===== src/rtl/ubx_config_reply_field_extractor_unit_assert.svh =====
// ----------------------------------------------------------------------------
// UBX reply extractor assertion macros
// Clocked on clk, disabled while arst_n is low.
// ----------------------------------------------------------------------------
`ifndef UBX_CONFIG_REPLY_FIELD_EXTRACTOR_UNIT_ASSERT_SVH
`define UBX_CONFIG_REPLY_FIELD_EXTRACTOR_UNIT_ASSERT_SVH

// same-cycle implication
`define UBXCFG_ASSERT_NOW(lbl, ante, cons, msg) \
	lbl: assert property (@(posedge clk) disable iff (!arst_n) (ante) |-> (cons)) \
		else $error(msg);

// next-cycle implication
`define UBXCFG_ASSERT_NEXT(lbl, ante, cons, msg) \
	lbl: assert property (@(posedge clk) disable iff (!arst_n) (ante) |=> (cons)) \
		else $error(msg);

`endif


===== src/rtl/ubxcfg_pkg.sv =====
// ----------------------------------------------------------------------------
// UBX reply extractor package
// Beat types, codes and constants shared by the extractor modules.
// ----------------------------------------------------------------------------
package ubxcfg_pkg;

	typedef enum logic [1:0] {
		OP_START = 2'd0,
		OP_BYTE  = 2'd1,
		OP_TICK  = 2'd2
	} op_t;

	typedef enum logic [1:0] {
		EV_NONE    = 2'd0,
		EV_FOUND   = 2'd1,
		EV_TIMEOUT = 2'd2
	} event_t;

	typedef enum logic [1:0] {
		PH_IDLE  = 2'd0,
		PH_HUNT  = 2'd1,
		PH_SYNC2 = 2'd2,
		PH_FRAME = 2'd3
	} phase_t;

	localparam logic [1:0] REG_TIMEOUT_MS     = 2'd0;
	localparam logic [1:0] REG_WANTED_CLASS   = 2'd1;
	localparam logic [1:0] REG_WANTED_ID      = 2'd2;
	localparam logic [1:0] REG_CAPTURE_OFFSET = 2'd3;

	localparam logic [15:0] TIMEOUT_RESET = 16'd3000;
	localparam logic [7:0]  CLASS_RESET   = 8'h06;
	localparam logic [7:0]  ID_RESET      = 8'h24;
	localparam logic [5:0]  OFFSET_RESET  = 6'd8;

	localparam logic [7:0]  SYNC_FIRST    = 8'hB5;
	localparam logic [7:0]  SYNC_SECOND   = 8'h62;
	localparam logic [15:0] ELAPSED_MAX   = 16'hFFFF;
	localparam logic [16:0] HEADER_BYTES  = 17'd8;

	typedef struct packed {
		logic [1:0] operation;
		logic [7:0] rx_byte;
	} in_beat_t;

	typedef struct packed {
		logic [1:0] event_res;
		logic [7:0] dyn_model;
	} out_beat_t;

	typedef struct packed {
		logic [15:0] timeout_ms;
		logic [7:0]  wanted_class;
		logic [7:0]  wanted_id;
		logic [5:0]  capture_offset;
	} cfg_t;

endpackage


===== src/rtl/ubxcfg_tracker.sv =====
// ----------------------------------------------------------------------------
// UBX reply frame tracker
// Search state and combinational evaluation of one beat; state moves on advance.
// ----------------------------------------------------------------------------
module ubxcfg_tracker #(
	parameter int FRAME_CAPACITY = 64
) (
	input  logic                clk,
	input  logic                arst_n,
	input  logic                advance,
	input  ubxcfg_pkg::in_beat_t item,
	input  ubxcfg_pkg::cfg_t    cfg,
	output ubxcfg_pkg::out_beat_t result
);

	localparam int CW = $clog2(FRAME_CAPACITY + 1);
	localparam logic [CW-1:0] CAPACITY = CW'(FRAME_CAPACITY);
	localparam logic [CW-1:0] SYNC_COUNT = CW'(2);

	ubxcfg_pkg::phase_t phase_q, phase_n;
	logic [CW-1:0] byte_count_q, byte_count_n;
	logic [7:0]    seen_class_q, seen_class_n;
	logic [7:0]    seen_id_q, seen_id_n;
	logic [15:0]   payload_length_q, payload_length_n;
	logic [7:0]    captured_byte_q, captured_byte_n;
	logic [15:0]   elapsed_q, elapsed_n;

	logic          room;
	logic [CW-1:0] fr_count;
	logic [7:0]    fr_class;
	logic [7:0]    fr_id;
	logic [15:0]   fr_length;
	logic [7:0]    fr_captured;
	logic          frame_done;
	logic [15:0]   tick_elapsed;
	logic          expired;
	logic          is_byte;
	logic          is_tick;
	logic [7:0]    b;

	assign b       = item.rx_byte;
	assign is_byte = (item.operation == ubxcfg_pkg::OP_BYTE) && (phase_q != ubxcfg_pkg::PH_IDLE);
	assign is_tick = (item.operation == ubxcfg_pkg::OP_TICK) && (phase_q != ubxcfg_pkg::PH_IDLE);

	// frame byte evaluation
	always_comb begin
		room        = byte_count_q < CAPACITY;
		fr_count    = byte_count_q + CW'(1);
		fr_class    = (byte_count_q == CW'(2)) ? b : seen_class_q;
		fr_id       = (byte_count_q == CW'(3)) ? b : seen_id_q;
		fr_length   = payload_length_q;
		if (byte_count_q == CW'(4)) begin
			fr_length[7:0] = b;
		end
		if (byte_count_q == CW'(5)) begin
			fr_length[15:8] = b;
		end
		fr_captured = (17'(byte_count_q) == 17'(cfg.capture_offset)) ? b : captured_byte_q;
		frame_done  = room
			&& (17'(fr_count) >= ubxcfg_pkg::HEADER_BYTES)
			&& (17'(fr_count) > 17'(cfg.capture_offset))
			&& (fr_class == cfg.wanted_class)
			&& (fr_id == cfg.wanted_id)
			&& (17'(fr_count) >= 17'(fr_length) + ubxcfg_pkg::HEADER_BYTES);
		tick_elapsed = (elapsed_q != ubxcfg_pkg::ELAPSED_MAX) ? elapsed_q + 16'd1 : elapsed_q;
		expired      = tick_elapsed >= cfg.timeout_ms;
	end

	// next state
	always_comb begin
		phase_n          = phase_q;
		byte_count_n     = byte_count_q;
		seen_class_n     = seen_class_q;
		seen_id_n        = seen_id_q;
		payload_length_n = payload_length_q;
		captured_byte_n  = captured_byte_q;
		elapsed_n        = elapsed_q;
		if (item.operation == ubxcfg_pkg::OP_START) begin
			phase_n          = ubxcfg_pkg::PH_HUNT;
			byte_count_n     = '0;
			seen_class_n     = '0;
			seen_id_n        = '0;
			payload_length_n = '0;
			captured_byte_n  = '0;
			elapsed_n        = '0;
		end else if (is_byte) begin
			unique case (phase_q)
				ubxcfg_pkg::PH_HUNT: begin
					if (b == ubxcfg_pkg::SYNC_FIRST) begin
						phase_n = ubxcfg_pkg::PH_SYNC2;
						if (cfg.capture_offset == 6'd0) begin
							captured_byte_n = ubxcfg_pkg::SYNC_FIRST;
						end
					end
				end
				ubxcfg_pkg::PH_SYNC2: begin
					if (b == ubxcfg_pkg::SYNC_SECOND) begin
						phase_n      = ubxcfg_pkg::PH_FRAME;
						byte_count_n = SYNC_COUNT;
						if (cfg.capture_offset == 6'd1) begin
							captured_byte_n = ubxcfg_pkg::SYNC_SECOND;
						end
					end else begin
						phase_n = ubxcfg_pkg::PH_HUNT;
					end
				end
				ubxcfg_pkg::PH_FRAME: begin
					if (frame_done) begin
						phase_n          = ubxcfg_pkg::PH_IDLE;
						byte_count_n     = '0;
						seen_class_n     = '0;
						seen_id_n        = '0;
						payload_length_n = '0;
						captured_byte_n  = '0;
						elapsed_n        = '0;
					end else if (room) begin
						byte_count_n     = fr_count;
						seen_class_n     = fr_class;
						seen_id_n        = fr_id;
						payload_length_n = fr_length;
						captured_byte_n  = fr_captured;
					end
				end
				default: begin
					phase_n = phase_q;
				end
			endcase
		end else if (is_tick) begin
			if (expired) begin
				phase_n          = ubxcfg_pkg::PH_IDLE;
				byte_count_n     = '0;
				seen_class_n     = '0;
				seen_id_n        = '0;
				payload_length_n = '0;
				captured_byte_n  = '0;
				elapsed_n        = '0;
			end else begin
				elapsed_n = tick_elapsed;
			end
		end
	end

	// result
	always_comb begin
		result.event_res = ubxcfg_pkg::EV_NONE;
		result.dyn_model = '0;
		if (is_byte && (phase_q == ubxcfg_pkg::PH_FRAME) && frame_done) begin
			result.event_res = ubxcfg_pkg::EV_FOUND;
			result.dyn_model = fr_captured;
		end else if (is_tick && expired) begin
			result.event_res = ubxcfg_pkg::EV_TIMEOUT;
		end
	end

	always_ff @(posedge clk or negedge arst_n) begin
		if (!arst_n) begin
			phase_q          <= ubxcfg_pkg::PH_IDLE;
			byte_count_q     <= '0;
			seen_class_q     <= '0;
			seen_id_q        <= '0;
			payload_length_q <= '0;
			captured_byte_q  <= '0;
			elapsed_q        <= '0;
		end else if (advance) begin
			phase_q          <= phase_n;
			byte_count_q     <= byte_count_n;
			seen_class_q     <= seen_class_n;
			seen_id_q        <= seen_id_n;
			payload_length_q <= payload_length_n;
			captured_byte_q  <= captured_byte_n;
			elapsed_q        <= elapsed_n;
		end
	end

`include "ubx_config_reply_field_extractor_unit_assert.svh"

	`UBXCFG_ASSERT_NEXT(a_report_idles, advance && (result.event_res != ubxcfg_pkg::EV_NONE), phase_q == ubxcfg_pkg::PH_IDLE, "search not closed after report")
	`UBXCFG_ASSERT_NOW(a_idle_clear, phase_q == ubxcfg_pkg::PH_IDLE, (byte_count_q == '0) && (elapsed_q == '0), "idle with stale search state")
	`UBXCFG_ASSERT_NOW(a_count_bound, 1'b1, byte_count_q <= CAPACITY, "byte count beyond frame capacity")
	`UBXCFG_ASSERT_NEXT(a_hold, !advance, $stable(phase_q) && $stable(byte_count_q) && $stable(elapsed_q), "state moved without advance")

endmodule


===== src/rtl/ubx_config_reply_field_extractor_unit.sv =====
// ----------------------------------------------------------------------------
// UBX configuration reply field extractor
// Finds a UBX frame of the wanted class and id and reports one payload byte.
// ----------------------------------------------------------------------------
// Each input beat (start, received byte or millisecond tick) yields exactly one
// result beat. A beat is held in an input register, evaluated against the
// search state combinationally, and its result lands in an output register;
// one beat per cycle is sustained while out_stall is low, since the tracker
// updates its state on every advance. Configuration is written through
// cfg_we/cfg_index/cfg_data.
module ubx_config_reply_field_extractor_unit #(
	parameter int FRAME_CAPACITY = 64
) (
	input  logic                  clk,
	input  logic                  arst_n,
	input  logic                  in_valid,
	output logic                  in_stall,
	input  ubxcfg_pkg::in_beat_t  in_data,
	output logic                  out_valid,
	input  logic                  out_stall,
	output ubxcfg_pkg::out_beat_t out_data,
	input  logic                  cfg_we,
	input  logic [1:0]            cfg_index,
	input  logic [15:0]           cfg_data
);

	ubxcfg_pkg::cfg_t      cfg_q;
	ubxcfg_pkg::in_beat_t  item_s1;
	logic                  valid_s1;
	ubxcfg_pkg::out_beat_t result;
	ubxcfg_pkg::out_beat_t data_s2;
	logic                  valid_s2;
	logic                  advance;

	assign advance   = valid_s1 && !(valid_s2 && out_stall);
	assign in_stall  = valid_s1 && !advance;
	assign out_valid = valid_s2;
	assign out_data  = data_s2;

	always_ff @(posedge clk or negedge arst_n) begin
		if (!arst_n) begin
			cfg_q.timeout_ms     <= ubxcfg_pkg::TIMEOUT_RESET;
			cfg_q.wanted_class   <= ubxcfg_pkg::CLASS_RESET;
			cfg_q.wanted_id      <= ubxcfg_pkg::ID_RESET;
			cfg_q.capture_offset <= ubxcfg_pkg::OFFSET_RESET;
		end else if (cfg_we) begin
			unique case (cfg_index)
				ubxcfg_pkg::REG_TIMEOUT_MS:     cfg_q.timeout_ms     <= cfg_data;
				ubxcfg_pkg::REG_WANTED_CLASS:   cfg_q.wanted_class   <= cfg_data[7:0];
				ubxcfg_pkg::REG_WANTED_ID:      cfg_q.wanted_id      <= cfg_data[7:0];
				ubxcfg_pkg::REG_CAPTURE_OFFSET: cfg_q.capture_offset <= cfg_data[5:0];
			endcase
		end
	end

	// input stage: load on accept, drop when moved on
	always_ff @(posedge clk or negedge arst_n) begin
		if (!arst_n) begin
			valid_s1 <= 1'b0;
		end else if (in_valid && !in_stall) begin
			valid_s1 <= 1'b1;
		end else if (advance) begin
			valid_s1 <= 1'b0;
		end
	end

	always_ff @(posedge clk) begin
		if (in_valid && !in_stall) begin
			item_s1 <= in_data;
		end
	end

	ubxcfg_tracker #(
		.FRAME_CAPACITY(FRAME_CAPACITY)
	) u_tracker (
		.clk    (clk),
		.arst_n (arst_n),
		.advance(advance),
		.item   (item_s1),
		.cfg    (cfg_q),
		.result (result)
	);

	// result stage: hold while stalled
	always_ff @(posedge clk or negedge arst_n) begin
		if (!arst_n) begin
			valid_s2 <= 1'b0;
		end else if (advance) begin
			valid_s2 <= 1'b1;
		end else if (!out_stall) begin
			valid_s2 <= 1'b0;
		end
	end

	always_ff @(posedge clk) begin
		if (advance) begin
			data_s2 <= result;
		end
	end

endmodule


===== config.mk =====
export PLATFORM = sky130hd
export DESIGN_NAME = ubx_config_reply_field_extractor_unit
export DESIGN_NICKNAME = d
export VERILOG_FILES = /design/src/rtl/ubxcfg_pkg.sv /design/src/rtl/ubxcfg_tracker.sv /design/src/rtl/ubx_config_reply_field_extractor_unit.sv
export VERILOG_INCLUDE_DIRS = /design/src /design/src/rtl
export SDC_FILE = /design/constraint.sdc
export NUM_CORES = 1
export LEC_CHECK = 0
export BUFFER_PORTS_ARGS = -buffer_cell sky130_fd_sc_hd__buf_2
export CAP_MARGIN = 10
export CORE_AREA = 2 2 155 157
export DETAILED_ROUTE_END_ITERATION = 16
export DIE_AREA = 0 0 157 159
export PLACE_DENSITY_LB_ADDON = 0.08
export SLEW_MARGIN = 40
export SYNTH_ARGS = -nofsm -noshare
export SYNTH_HDL_FRONTEND = slang
export SYNTH_SLANG_ARGS = --single-unit

===== constraint.sdc =====
create_clock -name clk -period 14.51 [get_ports clk]
set_input_delay 1.451 -clock clk [delete_from_list [all_inputs] [get_ports clk]]
set_output_delay 1.451 -clock clk [all_outputs]
set_load 0.03 [all_outputs]

* After elaboration in Yosys (flattened, before gate mapping)
Cells that the tools add are included.
** Storage, ports and cells
- Bits of input ports :: 33
- Register bits :: 125
- Word-level logic and storage cells :: 150
- Output and inout bits :: 12
** Cells by class
- Add/subtract/negate cells :: 3
- Magnitude comparators :: 5
- Mux-type cells :: 61
- Reductions and logical operators :: 33
- Equal/unequal tests :: 31
** Operators with widths (number)
- 16-bit two-way mux :: 14
- 8-bit two-way mux :: 25
- 7-bit two-way mux :: 7
- 8-bit case mux with 3 select lines :: 1
- 4-bit inequality test (second input constant) :: 5
- 16-bit by 4-bit adder with 17-bit output (second input constant) :: 1
- 7-bit by 17-bit greater-or-equal comparator with 1-bit output :: 1
- 16-bit by 1-bit adder with 16-bit output (second input constant) :: 1
- 8-bit == test :: 2
- 16-bit greater-or-equal comparator :: 1
- 2-bit two-way mux :: 8
- 16-bit inequality test (second input constant) :: 1
- 7-bit by 2-bit == test with 1-bit output (second input constant) :: 2
- 7-bit by 3-bit == test with 1-bit output (second input constant) :: 2
- 1-bit logical AND :: 14
- 7-bit case mux with 2 select lines :: 1
- 6-bit AND reduction :: 2
- 2-bit == test (second input constant) :: 5
- 9-bit AND reduction :: 1
- 8-bit by 7-bit == test with 1-bit output (second input constant) :: 1
- 8-bit == test (second input constant) :: 1
- 2-bit AND reduction :: 4
- 7-bit by 1-bit adder with 7-bit output (second input constant) :: 1
- 7-bit by 6-bit == test with 1-bit output :: 1
- other kinds (21) :: 31

* Logic depth before layout (Yosys ltp)
Gate-level depths: netlist of run 1.
- Word-level depth :: 11
- Mapped depth :: 21
- Depth with buffers taken out :: 17

* By module
From an unflattened synthesis of run 1, not the netlist that was laid out.
** Second synthesis, totals
- Cell total of the unflattened synthesis :: 822
- Area, all modules :: 8006.4 um^2
** By module, submodules not included
- ubxcfg_tracker :: area each 5875.6 um^2, instances 1, cells each 713
- ubx_config_reply_field_extractor_unit :: area each 2130.8 um^2, instances 1, cells each 109

* Worst setup path before layout of run 1
OpenSTA, ideal clock, no wires.
- Path kind :: register to register
- Start point :: register u_tracker.byte_count_q[3]
- End point :: register data_s2, in the netlist out_data[4], data pin
- Clock period less this slack :: 4.639 ns
- Data arrival time :: 4.503 ns
- Cell stages (with the launch flop) :: 22
- Library setup time :: 0.137 ns
- Path slack :: 9.871 ns
- Buffers on the path :: 6
- Path through :: dfrtp_1 -> buf_6 -> or4_4 -> buf_6 -> nor2_8 -> buf_1 -> nand2_1 -> o21ai_0 -> ha_1 -> clkbuf_1 -> xnor2_1 -> ha_1 -> o21ai_0 -> a211oi_1 -> nor3b_2 -> and4_1 -> nand4_1 -> or4b_1 -> buf_2 -> or3_1 -> buf_6 -> nor2_2
** On the way
- Word-level cells in the longest chain between the ends :: 8
- Elaborated cells on any way between the ends :: 24
- Classes of those cells :: add/sub: 2; order compare: 4; eq/ne: 7; mux: 5; reduce/logical: 6
** Ends and longest elaborated chain
- start: declaration :: RTL line ubxcfg_tracker.sv:21 : logic [CW-1:0] byte_count_q, byte_count_n;
- start signal: assignment :: RTL line ubxcfg_tracker.sv:166 : byte_count_q <= byte_count_n;
- parallel branches: the longest is 8 deep, another holds 16-bit by 4-bit adder with 17-bit output
- end signal: assignment :: RTL line ubx_config_reply_field_extractor_unit.sv:97 : data_s2 <= result;
- end: declaration :: RTL line ubx_config_reply_field_extractor_unit.sv:31 : ubxcfg_pkg::out_beat_t data_s2;
Several ways; the timed one is not identified.
A chain may end at the register's enable or synchronous reset.

* Final worst setup path of run 1
- Start point :: register u_tracker.byte_count_q[3]
- End point :: register data_s2, in the netlist out_data[3], data pin
The elaborated chain is that of the path after synthesis.

==> flow_metrics.tcl, run 1 <==
set metrics [dict create \
    status "finished, final reports clean" \
    port_buffers 44 \
    place_congestion 0.906 \
    ant_nets 0 \
    r2r-start "u_tracker.byte_count_q[3]" \
    p_int_uw 766 \
    grt_use_met3_pct 3.46 \
    hold_buffers 0 \
    track_usage_pct 19.3 \
    synth-simple-area-share_pct 18.2 \
    r2r.worst_path.cells 15 \
    clk_pin_slew_ps 60 \
    die_w_um 157 \
    grt_max_degree 71 \
    num_antenna_cells 0 \
    drive_above_1_share_pct 18.5 \
    grt.overflow.total 0 \
    ir_worst_vdd_v 0.0000583 \
    synth_top_cell_by_area "dfrtp_1" \
    die_h_um 159 \
    antenna_found_initial 0 \
    crit_chain "or4_4, nor2_8, nand2_1, o21ai_0, ha_1, xnor2_1, ha_1, o21ai_0, a211oi_1, nor3b_2, and4_1, nand4_1, or4b_1, or3_1, nor2_2" \
    hpwlAfterDp_mm 16.9 \
    io_pins 45 \
    cts_setup_buffers 0 \
    syn_area_per_cell_um2 9.65 \
    synth_edf_count 20 \
    wl_per_cell_um 19.9 \
    firstDrtPassIters 9 \
    hp-start "valid_s1" \
    clockBufferDepth 2 \
    root_buffer "clkbuf_16" \
    async_flop_share_pct 84.0 \
    initialDrtViolationCount 499 \
    die_area_um2 25000 \
    finalNetCount 909 \
    cts_resized 0 \
    gr-max-usage-layer "met2" \
    worst_slew_pin_slew_ps 827 \
    fmax_ghz 0.197 \
    clock-sinks 125 \
    cp-start-kind "register" \
    vias 6493 \
    synthXorXnorAreaFrac_pct 3.47 \
    worstPathRequired_ps 14800 \
    seq_area_frac_synth_pct 41.4 \
    drc 0 \
    area_growth_pct 14.0 \
    yosys_warnings 0 \
    wl_mm 23.4 \
    seqPwrFrac_pct 39.5 \
    power_density_nw_per_um2 124 \
    cts_tree "done" \
    core_um2 23200 \
    hold_viol 0 \
    ys_top_cells_by_area "dfrtp_1, edfxtp_1, ha_1" \
    finalCriticalPeriod_ps 5080 \
    synth_seq_cells 125 \
    setup.worst_path.end_class "register" \
    fin_setup_tns_ps 0 \
    viasPerCell 5.54 \
    clkPwrFrac_pct 40.4 \
    clk_latency_ps 430 \
    synth_cell_types 73 \
    syn_area_um2 7840 \
    synthFlopType "dfrtp_1" \
    grt_pass1_vias 6412 \
    met2_usage_pct 29.6 \
    power.switching_uw 341 \
    worst-setup-path-type "reg -> reg" \
    rsz0062_at_grt "no" \
    yosysTopAreaCellShare_pct 29.7 \
    skew_ps 8.18 \
    slowest_delay_ps 740 \
    synth_fp_nets 880 \
    synth_compound_area_share_pct 20.3 \
    slew_violations 0 \
    power_frac_comb_pct 20.1 \
    critPathArrivalTime_ps 5370 \
    synth_mux_area_share_pct 5.81 \
    maxCapViolations 0 \
    hold_path_depth 1 \
    sw_frac_of_total_pct 30.8 \
    synthAdderAreaFrac_pct 5.59 \
    use_met1_pct 27.0 \
    cpMaxStageDelayCell "or4_4" \
    setup-violations-final 0 \
    synth_top_family_by_area "compound AO/OA/AOI/OAI gates" \
    synth_cells 812 \
    slew_headroom_pct 44.9 \
    fin_crit_sh_pct 35.0 \
    start_util_pct 33.8 \
    htreeDepth 4 \
    holdWs_ps 495 \
    crit_fanout 18 \
    cts_buffers 17 \
    hold_end "out_valid" \
    r2r_end "out_data[3]" \
    reg2reg_slack_ps 9430 \
    hp-class "reg -> reg" \
    rows 56 \
    grt_pass1_wl_mm 36.9 \
    p_leak_nw 3.84 \
]
==> power by group through the flow <==
stage	clock, mW	combinational (mW)	sequential, mW
final	0.447	0.223	0.437
after CTS	0.458	0.224	0.437
after detailed placement	0	0.223	0.443
after global placement	0	0.219	0.443
after floorplan	0	0.158	0.429
after global routing	0.471	0.250	0.442
==> worst max-delay path: cells and delay by family, from the launching register on <==
family / cells / cell delay, ps
simple gates: 9 / 3070
fa+ha+maj: 2 / 670
compound gates: 3 / 560
flops: 1 / 510
xor+xnor: 1 / 120
==> layout make-up <==
class | count | area [um^2]
well taps | 319 | 399
multi-input cells | 595 | 4190
inverters | 48 | 180
fillers | 2282 | 14300
flip-flops and latches | 125 | 3240
repair buffers | 54 | 309
clock buffers | 21 | 483
clock inverters | 11 | 130
==> flip-flops by register name, indices dropped and copies added (netlist names) <==
name                        flops
out_valid                       1
item_s1                        10
u_tracker.payload_length_q     16
u_tracker.byte_count_q          7
u_tracker.phase_q               2
cfg_q                          38
u_tracker.elapsed_q            16
u_tracker.seen_class_q          8
u_tracker.seen_id_q             8
out_data                       10
valid_s1                        1
u_tracker.captured_byte_q       8
==> layer usage <==
metal  wire, um  part of all wire (%)  vias up
met4        500                   2.1        0
met2      10800                    46      193
li1           -                     -     3068
met3       1200                   5.1       33
met1      10900                    46     3199
met5          0                     0        -
==> logic make-up (layout without fill, tap and decap cells) <==
logic type               Yosys count  in the layout
XOR/XNOR                          31             31
multiplexers                      41             41
flip-flops                       125            125
AND/OR/NAND/NOR                  267            267
adder cells (fa/ha/maj)           35             35
buffers and inverters             92            134
AO/OA/AOI/OAI                    221            221
==> synthesized netlist by cell type (11+ instances only) <==
master	n
dfrtp_1	93
nand2_1	69
o21ai_0	52
inv_1	48
nor2_1	40
ha_1	35
nand3_1	30
clkbuf_1	27
a21oi_1	26
mux2_2	26
a32o_1	22
nor3_1	22
xnor2_1	21
edfxtp_1	20
a21o_1	15
nor2b_1	15
mux2i_1	14
nand2b_1	14
dfstp_2	12
o22ai_1	12
nand4_1	11
o211ai_1	11
==> layout by cell type, fill, tap and decap left out, drive strengths merged, types with 10 or more instances in the layout <==
| cell | synthesis | final |
|---|---|---|
| dfrtp | 93 | 93 |
| nand2 | 70 | 70 |
| buf | 17 | 54 |
| o21ai | 52 | 52 |
| nor2 | 52 | 52 |
| inv | 48 | 50 |
| ha | 35 | 35 |
| nand3 | 31 | 31 |
| a21oi | 26 | 26 |
| mux2 | 26 | 26 |
| a32o | 22 | 22 |
| nor3 | 22 | 22 |
| xnor2 | 21 | 21 |
| clkbuf | 27 | 21 |
| edfxtp | 20 | 20 |
| nor2b | 15 | 15 |
| a21o | 15 | 15 |
| nand2b | 14 | 14 |
| mux2i | 14 | 14 |
| o22ai | 12 | 12 |
| dfstp | 12 | 12 |
| nand4 | 11 | 11 |
| o211ai | 11 | 11 |
| or3 | 10 | 10 |
| xor2 | 10 | 10 |
==> worst max-delay path by stage <==
| stage | startpoint | endpoint | slack (ps) | depth (start not counted) |
|---|---|---|---|---|
| floorplan | u_tracker.byte_count_q[3] | out_data[4] | 9870 | 21 |
| global placement | u_tracker.byte_count_q[3] | out_data[1] | 9560 | 15 |
| detailed placement | u_tracker.byte_count_q[3] | out_data[3] | 9410 | 15 |
| CTS | u_tracker.byte_count_q[3] | out_data[3] | 9390 | 15 |
| global route | u_tracker.byte_count_q[3] | out_data[3] | 9050 | 15 |
| finish | u_tracker.byte_count_q[3] | out_data[3] | 9430 | 15 |
==> stage by stage <==
step / power, mW / setup slack, ps / cells / util, % / cell area, um^2
final: 1.11 / 9430 / 1173 / 38.5 / 8930
after global routing: 1.16 / 9050 / 1173 / 38.5 / 8930
after CTS: 1.12 / 9390 / 1172 / 38.5 / 8920
after detailed placement: 0.665 / 9410 / 1140 / 35.8 / 8310
after global placement: 0.662 / 9560 / 1139 / 35.8 / 8300
after floorplan: 0.587 / 9870 / 812 / - / 7840
Note: power is estimated with default switching activity, not from simulation.
==> run 2: changes to the inputs <==
clock period = 4.85 ns   (was 14.51 ns; I/O delays follow)
==> run 2 against run 1 <==
Flip-flop and latch count stayed put. Hold slack got worse by 450 ps. Critical endpoint is now out_data[7]. Final area increased by 1.6%. Setup slack lost 9100 ps. Die area did not move.
==> flow_metrics.tcl, run 2 (synthesis results as in run 1) <==
set metrics [dict create \
    crit_fanout 10 \
    fin_setup_tns_ps 0 \
    ant_nets 0 \
    power_density_nw_per_um2 350 \
    clk_pin_slew_ps 60 \
    cts_buffers 17 \
    finalNetCount 935 \
    skew_ps 12.5 \
    largest_reg_flops 38 \
    place_congestion 0.895 \
    cp-start-kind "register" \
    reg.largest.list "cfg_q x38, u_tracker.elapsed_q x16, u_tracker.payload_length_q x16" \
    area_growth_pct 15.9 \
    grt_pass1_vias 6607 \
    setup.worst_path.end_class "register" \
    drc 0 \
    worst_slew_pin_slew_ps 719 \
    wl_mm 24.1 \
    antenna_found_initial 0 \
    wl_per_cell_um 20.1 \
    io_pins 45 \
    num_antenna_cells 0 \
    core_um2 23200 \
    firstDrtPassIters 5 \
    hp-class "in -> async" \
    maxCapViolations 0 \
    worst-setup-path-type "reg -> reg" \
    cts_tree "done" \
    rsz0062_at_grt "no" \
    drive_above_1_share_pct 21.3 \
    layout_commonest_cell "dfrtp_1" \
    die_w_um 157 \
    port_buffers 44 \
    rows 56 \
    start_util_pct 33.8 \
    slew_headroom_pct 51.6 \
    grt.overflow.total 0 \
    worstPathRequired_ps 5130 \
    hold_buffers 0 \
    power_mw 3.18 \
    setup-violations-final 0 \
    clock-sinks 125 \
    track_usage_pct 19.9 \
    fmax_ghz 0.220 \
    grt_pass1_wl_mm 38.2 \
    clockBufferDepth 2 \
    die_h_um 159 \
    final_cell_mix "dfrtp_1, nand2_1, o21ai_0, inv_1, buf_2" \
    clk_latency_ps 430 \
    vias 6585 \
    critPathArrivalTime_ps 4830 \
    hold_viol 0 \
    hpwlAfterDp_mm 17.5 \
    status "finished, final reports clean" \
    regMostFlops "cfg_q" \
    ir_worst_vdd_v 0.000164 \
    root_buffer "clkbuf_16" \
    grt_max_degree 63 \
    finalCriticalPeriod_ps 4550 \
    p_leak_nw 3.92 \
    htreeDepth 4 \
    viasPerCell 5.49 \
    slew_violations 0 \
    fin_crit_sh_pct 93.7 \
    die_area_um2 25000 \
    initialDrtViolationCount 489 \
]
run 2: changes by cell type in the layout (fill, tap and decap cells not counted), moves of 2 or more:
| cell | previous run | this run |
|---|---|---|
| inv_6 | 2 | 0 |
| or3_4 | 0 | 2 |
| clkbuf_16 | 19 | 17 |
| clkinvlp_4 | 1 | 4 |
| or3_1 | 10 | 8 |
| buf_4 | 8 | 35 |
| clkinv_4 | 4 | 2 |
| clkbuf_1 | 2 | 4 |
| buf_6 | 3 | 1 |
run 2: area by class of cell:
type,count,area [um^2]
well taps,319,399
clock buffers,21,440
fillers,2310,14100
clock inverters,11,96.3
flip-flops and latches,125,3240
repair buffers,80,504
inverters,48,180
multi-input cells,595,4210
run 2: final timing paths:
check | cells after the start | from | slack [ps] | endpoint
max in group asynchronous | 2 | arst_n | 3710 | u_tracker.payload_length_q[5]
worst min-delay path | 1 | arst_n | 40 | cfg_q[21]
min in group clk | 1 | in_data[8] | 240 | item_s1[8]
worst max-delay path | 16 | u_tracker.byte_count_q[1] | 300 | out_data[7]
worst max register to register | 16 | u_tracker.byte_count_q[1] | 300 | out_data[7]
worst min register to register | 1 | u_tracker.seen_class_q[4] | 490 | u_tracker.seen_class_q[4]
run 2: routing by layer:
metal	global-route usage [%]	vias to the layer above	share of wire, %
li1	-	3114	-
met3	3.73	30	4.6
met1	27.7	3261	47
met5	0	-	0
met4	6.46	0	1.9
met2	31.1	180	46
run 2: power by group:
| group | internal (mW) | switching, mW | total (mW) |
|---|---|---|---|
| registers | 1.19 | 0.107 | 1.30 |
| clock network | 0.700 | 0.498 | 1.20 |
| logic | 0.283 | 0.398 | 0.681 |
| total | 2.18 | 1.00 | 3.18 |
run 2: what timing repair did:
| item | in CTS | in global routing |
|---|---|---|
| pin swaps | 0 | 2 |
| resized for setup | 2 | 4 |
| endpoints found under the setup margin | 9 | 35 |
| setup buffers | 0 | 5 |
| hold endpoints to repair | 0 | 0 |
run 2: per-stage QoR:
step                      cell area (um^2)  instances  worst slack [ps]  hold WS (ps)  util [%]
after floorplan                       7840        812               211           189         -
after global placement                8460       1161              67.9           469      36.5
after detailed placement              8460       1161              43.1           478      36.5
after CTS                             9010       1193              42.4          64.3      38.8
after global routing                  9080       1199              3.99          93.7      39.1
final                                 9080       1199               304          39.9      39.1
run 2: critical path, stage by stage, from the launching register on:
cell	delay, ps
dfrtp_1	420
inv_1	140
ha_1	210
nand2_1	250
nor2_8	100
o21ai_0	440
ha_2	340
xnor2_1	100
ha_1	300
o21ai_0	110
a211oi_1	250
nor3b_2	190
and4_1	200
nand4_1	90
or4b_1	620
or3_4	490
nor2_2	140
